File: src/hw/rtl/max_heap_priority_queue_top_defines.svh
// Assertion macros shared by the heap queue RTL modules.
// Each macro expects clk_i and rst_ni to be visible where it is used.
`ifndef MAX_HEAP_PRIORITY_QUEUE_TOP_DEFINES_SVH
`define MAX_HEAP_PRIORITY_QUEUE_TOP_DEFINES_SVH

// Plain property checked on every edge outside reset.
`define MHPQ_ASSERT(lbl, prop, msg) \
  lbl: assert property (@(posedge clk_i) disable iff (!rst_ni) (prop)) else $error(msg);

// Next-cycle implication checked outside reset.
`define MHPQ_ASSERT_NEXT(lbl, ante, cons, msg) \
  lbl: assert property (@(posedge clk_i) disable iff (!rst_ni) (ante) |=> (cons)) \
    else $error(msg);

`endif

File: src/hw/rtl/mhpq_pkg.sv
// Shared types and constants for the max-heap priority queue.
// No dependencies; imported by the controller, datapath and top level.
package mhpq_pkg;

  localparam int unsigned HEAP_DEPTH = 128;
  localparam int unsigned CNT_W      = $clog2(HEAP_DEPTH + 1);
  localparam int unsigned ADDR_W     = $clog2(HEAP_DEPTH);
  localparam int unsigned DATA_W     = 32;
  localparam int unsigned OCC_W      = 8;
  localparam int unsigned STS_W      = 2;
  localparam int unsigned OUT_USED_W = 2 * DATA_W + STS_W + OCC_W + DATA_W + 1 - DATA_W;
  localparam int unsigned OUT_W      = ((OUT_USED_W + 7) / 8) * 8;
  localparam int unsigned PAD_W      = OUT_W - OUT_USED_W;

  localparam logic MODE_INSERT = 1'b0;
  localparam logic MODE_POP    = 1'b1;

  typedef enum logic [STS_W-1:0] {
    STS_OK    = 2'd0,
    STS_EMPTY = 2'd1,
    STS_FULL  = 2'd2
  } status_e;

  typedef enum logic [2:0] {
    ST_IDLE,
    ST_UP_CHK,
    ST_UP_CMP,
    ST_DN_LOAD,
    ST_DN_CHK,
    ST_DN_RDR,
    ST_DN_CMP,
    ST_DONE
  } state_e;

  // Commands from the controller to the datapath.
  typedef struct packed {
    logic accept;
    logic up_check;
    logic up_step;
    logic dn_load;
    logic dn_check;
    logic dn_right;
    logic dn_step;
    logic out_load;
  } dp_cmd_t;

  // Status from the datapath back to the controller.
  typedef struct packed {
    logic req_err;
    logic req_pop;
    logic pop_last;
    logic at_root;
    logic up_move;
    logic dn_leaf;
    logic dn_move;
    logic out_busy;
  } dp_sts_t;

endpackage

File: src/hw/rtl/mhpq_ctrl.sv
// Sequencer for the heap queue: accepts a request and steps the sift loops.
// Depends on mhpq_pkg and the assertion macros header.
`include "max_heap_priority_queue_top_defines.svh"

module mhpq_ctrl (
  input  logic              clk_i,
  input  logic              rst_ni,
  input  logic              s_tvalid_i,
  output logic              s_tready_o,
  input  mhpq_pkg::dp_sts_t sts_i,
  output mhpq_pkg::dp_cmd_t cmd_o
);
  import mhpq_pkg::*;

  state_e state_q, state_d;
  logic   accept;

  assign accept = s_tvalid_i && (state_q == ST_IDLE);

  always_ff @(posedge clk_i or negedge rst_ni) begin
    if (!rst_ni) begin
      state_q <= ST_IDLE;
    end else begin
      state_q <= state_d;
    end
  end

  always_comb begin
    state_d = state_q;
    unique case (state_q)
      ST_IDLE: begin
        if (accept) begin
          if (sts_i.req_err) begin
            state_d = ST_DONE;
          end else if (!sts_i.req_pop) begin
            state_d = ST_UP_CHK;
          end else if (sts_i.pop_last) begin
            state_d = ST_DONE;
          end else begin
            state_d = ST_DN_LOAD;
          end
        end
      end
      ST_UP_CHK:  state_d = sts_i.at_root ? ST_DONE : ST_UP_CMP;
      ST_UP_CMP:  state_d = sts_i.up_move ? ST_UP_CHK : ST_DONE;
      ST_DN_LOAD: state_d = ST_DN_CHK;
      ST_DN_CHK:  state_d = sts_i.dn_leaf ? ST_DONE : ST_DN_RDR;
      ST_DN_RDR:  state_d = ST_DN_CMP;
      ST_DN_CMP:  state_d = sts_i.dn_move ? ST_DN_CHK : ST_DONE;
      ST_DONE: begin
        if (!sts_i.out_busy) begin
          state_d = ST_IDLE;
        end
      end
      default:    state_d = ST_IDLE;
    endcase
  end

  always_comb begin
    cmd_o      = '0;
    s_tready_o = 1'b0;
    unique case (state_q)
      ST_IDLE: begin
        s_tready_o   = 1'b1;
        cmd_o.accept = accept;
      end
      ST_UP_CHK:  cmd_o.up_check = 1'b1;
      ST_UP_CMP:  cmd_o.up_step  = 1'b1;
      ST_DN_LOAD: cmd_o.dn_load  = 1'b1;
      ST_DN_CHK:  cmd_o.dn_check = 1'b1;
      ST_DN_RDR:  cmd_o.dn_right = 1'b1;
      ST_DN_CMP:  cmd_o.dn_step  = 1'b1;
      ST_DONE:    cmd_o.out_load = !sts_i.out_busy;
      default:    cmd_o = '0;
    endcase
  end

  `MHPQ_ASSERT_NEXT(a_accept_leaves_idle, accept, state_q != ST_IDLE, "accept did not start work")
  `MHPQ_ASSERT_NEXT(a_done_releases, (state_q == ST_DONE) && !sts_i.out_busy, state_q == ST_IDLE, "result stuck in done")
  `MHPQ_ASSERT(a_cmp_after_chk, (state_q != ST_UP_CMP) || ($past(state_q) == ST_UP_CHK), "compare without a parent read")

endmodule

File: config.mk
export PLATFORM = sky130hd
export DESIGN_NAME = mhpq_ctrl
export DESIGN_NICKNAME = d
export VERILOG_FILES = /design/src/hw/rtl/mhpq_pkg.sv /design/src/hw/rtl/mhpq_ctrl.sv
export VERILOG_INCLUDE_DIRS = /design/src /design/src/hw/rtl
export SDC_FILE = /design/constraint.sdc
export NUM_CORES = 1
export LEC_CHECK = 0
export BUFFER_PORTS_ARGS = -buffer_cell sky130_fd_sc_hd__buf_2
export CORE_AREA = 10 10 47 49
export CTS_CLUSTER_DIAMETER = 80
export DETAILED_ROUTE_END_ITERATION = 16
export DIE_AREA = 0 0 57 59
export GPL_TIMING_DRIVEN = 0
export SETUP_SLACK_MARGIN = 0.15
export SLEW_MARGIN = 0
export SYNTH_ARGS = -nofsm -noshare
export SYNTH_HDL_FRONTEND = slang
export SYNTH_SLANG_ARGS = --single-unit
File: constraint.sdc
create_clock -name clk_i -period 3 [get_ports clk_i]
set_input_delay 0.3 -clock clk_i [delete_from_list [all_inputs] [get_ports clk_i]]
set_output_delay 0.3 -clock clk_i [all_outputs]
set_load 0.05 [all_outputs]
# ---- Word-level counts from Yosys, hierarchy flattened
# Index checks and enable logic that the tools add are counted.
dict set report classes {
  n_eq_ne 9
  mux 19
  reduce_logical 4
}
# operator n
set op_table {}
lappend op_table {{3-bit one-hot mux with 8 select lines} 1}
lappend op_table {{3-bit 2-to-1 mux} 7}
lappend op_table {{3-bit == test, second input constant} 4}
lappend op_table {{1-bit 2-to-1 mux} 9}
lappend op_table {{3-bit by 2-bit == test with 1-bit output, second input constant} 2}
lappend op_table {{2-bit 2-to-1 mux} 2}
lappend op_table {{2-bit != test, second input constant} 2}
lappend op_table {{3-bit by 1-bit == test with 1-bit output, second input constant} 1}
lappend op_table {{3-bit logical NOT} 1}
lappend op_table {{2-bit AND reduction} 1}
lappend op_table {{1-bit logical AND} 1}
lappend op_table {{1-bit logical NOT} 1}
dict set report word_totals {
  register_bits 3
  out_inout_bits 9
  elab_cells 33
}

# ---- Depth between registers and ports, before layout
dict set report depth {
  ltp_word 5
  ltp_mapped 4
  mapped_depth_nobuf 3
}

# ---- Least setup slack after synthesis
# No wires, ideal clock.
dict set report synth_path {
  path_kind {register to output}
  startpoint {register state_q[2]}
  endpoint {output cmd_o[5] (netlist bit)}
  arrival_ns 1.728
  path_slack_ns 0.972
  stages_incl_launch_ff 3
  path_buffers 1
  path_cell_list {dfrtp_1 -> buf_2 -> nor3b_1}
}
# element line_no
set synth_rtl {}
lappend synth_rtl {{from (decl)} mhpq_ctrl.sv:15} ;# state_e state_q, state_d;
lappend synth_rtl {{from (signal assigned)} mhpq_ctrl.sv:24} ;# state_q <= state_d;
lappend synth_rtl {{to (decl)} mhpq_ctrl.sv:11} ;# output mhpq_pkg::dp_cmd_t cmd_o

==> impl_metrics.yaml <==
finish:
  final_area_um2: 479
  synthToLayoutAreaGrowth_pct: 46.2
  antenna-diode-count: 0
  max_flop_register: "state_q"
  utilization: 0.342
  largest_register_ff_count: 3
  layout-drive-gt1-share: 0.550
  nets: 72
  registers_with_the_most_flip_flops: "state_q (3)"
sta:
  timing.fmax_ghz: 0.570
  final_period_minus_worst_setup_slack_ns: 1.76
  fin_tns_setup_ns: 0
  tightestPinTransition_ns: 0.309
  finalHoldViolCount: 0
  relSlewSlack: 0.793
  final-max-slew-violation-count: 0
  finalSetupViolations: 0
  clock_skew_ns: 0.00535
  setup_repair_after_global_routing_missed_its_margin: "false"
  timing.hold.ws_ns: 0.350
  final_min_period_over_clock_period: 0.585
die:
  floorplan.die.width_um: 57
  die-height_um: 59
  core.rowCount: 14
  initial_utilization: 0.234
  design.core.area_mm2: 0.00140
  die_area_mm2: 0.00336
  num_io_pins: 20
critical_path:
  timing.reg2reg.worst_path_depth: 3
  critical_path.max_fanout: 10
  worstPathArrival_ns: 1.46
  r2r_end: "state_q[1]"
  crit_chain: "buf_2, nand2_2, nor3b_2, buf_2"
  worst_setup_path_start_kind: "flop"
  regToRegStartpoint: "state_q[0]"
  timing.reg2reg.setup_slack_ns: 1.81
  worstPathRequired_ns: 2.70
  critical-path-slowest-cell: "dfrtp_1"
  crit_path_most_repeated_cell: "buf_2"
  critPathLaunch: "state_q[2]"
  cpPeakStageDelay_ns: 0.37
  worst_setup_path_end_kind: "output port"
  critPathKind: "flop to output port"
clocking:
  cts_post_setup_buffers_inserted: 0
  clock_sink_count: 3
  root_buffer: "clkbuf_4"
  clk_transition_reported_paths_ns: 0.04
  tritoncts: "built"
  number_of_buffers_created_by_cts: 3
  clock_latency_ns: 0.24
  h-tree-depth: 1
  cts-root-to-sink-buffers: 2
synthesis:
  postSynthCellCount: 36
  synth-seq-area-share: 0.229
  number_of_warning_messages_in_the_yosys_log: 0
  ys_seq_elements: 3
  synth.net_count: 47
  post_synth_num_cell_types: 25
  synth.avg_cell_area_um2: 9.11
  syn-cell-area_um2: 328
detailed_routing:
  postRouteWirelength_um: 972
  vias: 344
  via_per_inst: 4.53
  antenna_left: 0
  drt_pass1_iterations: 2
  drc_marker_count_from_the_first_detailed_route_iteration: 4
  drc_errors: 0
  routed_wire_length_per_instance_um: 12.8
hold_path:
  worstHoldPathType: "primary input to flop"
  whs_endpoint: "state_q[0]"
  worst_min_path_start: "s_tvalid_i"
  holdPathStages: 3
run_status:
  status: "completed"
power_and_ir_drop:
  power.sequential.fraction: 0.157
  combPwrFrac: 0.708
  post-layout-total-power_mw: 0.532
  power.static_leakage_nw: 0.246
  internal-power_mw: 0.240
  clkPwrFrac: 0.136
  p_per_area_mw_per_mm2: 1110
  switchingPower_mw: 0.292
  switching_share: 0.548
  vdd.ir_drop.worst_v: 0.000409
flow_run:
  max_cap_viol_count: 0
grt:
  grt.total_usage: 0.0626
  grt_remaining_overflow: 0
  global_route_wire_length_before_repair_um: 1660
  first_global_vias: 386
  initial_antenna_violation_count: 0
  grt_start_max_net_pins: 11
placed_design:
  gp_congestion: 0.765
  dpl-instance-area_um2: 443
  place.port_buffers: 19
-- per-layer routing --
| metal | routed length [um] | global-route usage |
|---|---|---|
| met3 | 84 | 0.0429 |
| met5 | 0 | 0 |
| met2 | 422 | 0.0868 |
| met4 | 0 | 0.0403 |
| met1 | 465 | 0.0675 |
-- cell usage after synthesis, drive strengths merged --
library cell	number	area [um2]
inv	1	3.75
o21a	1	7.51
buf	3	20.0
dfrtp	3	75.1
a21boi	1	7.51
o21ai	1	5.00
nor2	2	10.0
nand2	2	10.0
a211oi	1	12.5
or3	1	6.26
a221oi	1	15.0
and2	3	18.8
o31ai	1	12.5
nand4	1	12.5
and3b	2	17.5
a21o	3	22.5
nor3	1	10.0
nor2b	1	6.26
nor3b	3	27.5
a32oi	1	8.76
nand2b	3	18.8
-- critical path, delay by kind of cell (launching register included) --
kind | cells | cell delay [ns]
AND/OR/NAND/NOR | 2 | 0.30
buffers and inverters | 2 | 0.55
flip-flops | 1 | 0.37
-- worst max path at each step --
stage	end	cells after the start
2_1_floorplan	cmd_o[5]	2
3_3_place_gp	cmd_o[0]	4
3_5_place_dp	cmd_o[0]	4
4_1_cts	cmd_o[0]	4
5_1_grt	cmd_o[0]	4
6_report	cmd_o[0]	4
-- power groups by stage --
stage               logic, mW  clock network [mW]  registers, mW
floorplan               0.309                   0         0.0774
global placement        0.377                   0         0.0834
detailed placement      0.378                   0         0.0836
CTS                     0.380              0.0760         0.0833
global route            0.405              0.0807         0.0863
finish                  0.376              0.0721         0.0833
-- placed cells by master (no fill, tap or decap), drive strengths merged --
cell type / count
nor2b: 1
and3b: 2
o31ai: 1
a211oi: 1
inv: 1
nor3: 1
a221oi: 1
o21a: 1
o21ai: 1
nand4: 1
or3: 1
a21o: 3
dfrtp: 3
clkbuf: 4
dlygate4sd3: 1
nand2b: 3
nor3b: 3
a21boi: 1
buf: 22
nand2: 2
nor2: 2
a32oi: 1
and2: 3
-- cells by family after synthesis --
logic type	share of synthesized area
AOI/OAI and AO/OA	0.279
DFF	0.229
and+or+nand+nor	0.420
buffers and inverters	0.0725
-- stage by stage --
step | setup WS (ns) | cells
floorplan | 0.972 | 36
global placement | 1.50 | 71
detailed placement | 1.50 | 71
CTS | 1.24 | 76
global route | 1.12 | 76
finish | 1.24 | 76
-- what timing repair did --
item / CTS / global route
setup endpoints to repair: 0 / 0
endpoints found under the hold margin: 3 / 0
gates resized for setup: 0 / 0
hold buffers: 1 / 0
-- area by class of cell --
type                       instances  area (um2)
timing repair buffer              20         105
clock buffer                       4        26.3
buffer                             3        20.0
multi-input combinational         29         229
fill                             176         922
inverter                           1        3.75
tap                               16        20.0
sequential                         3        75.1
(Power assumes the default switching activity.)
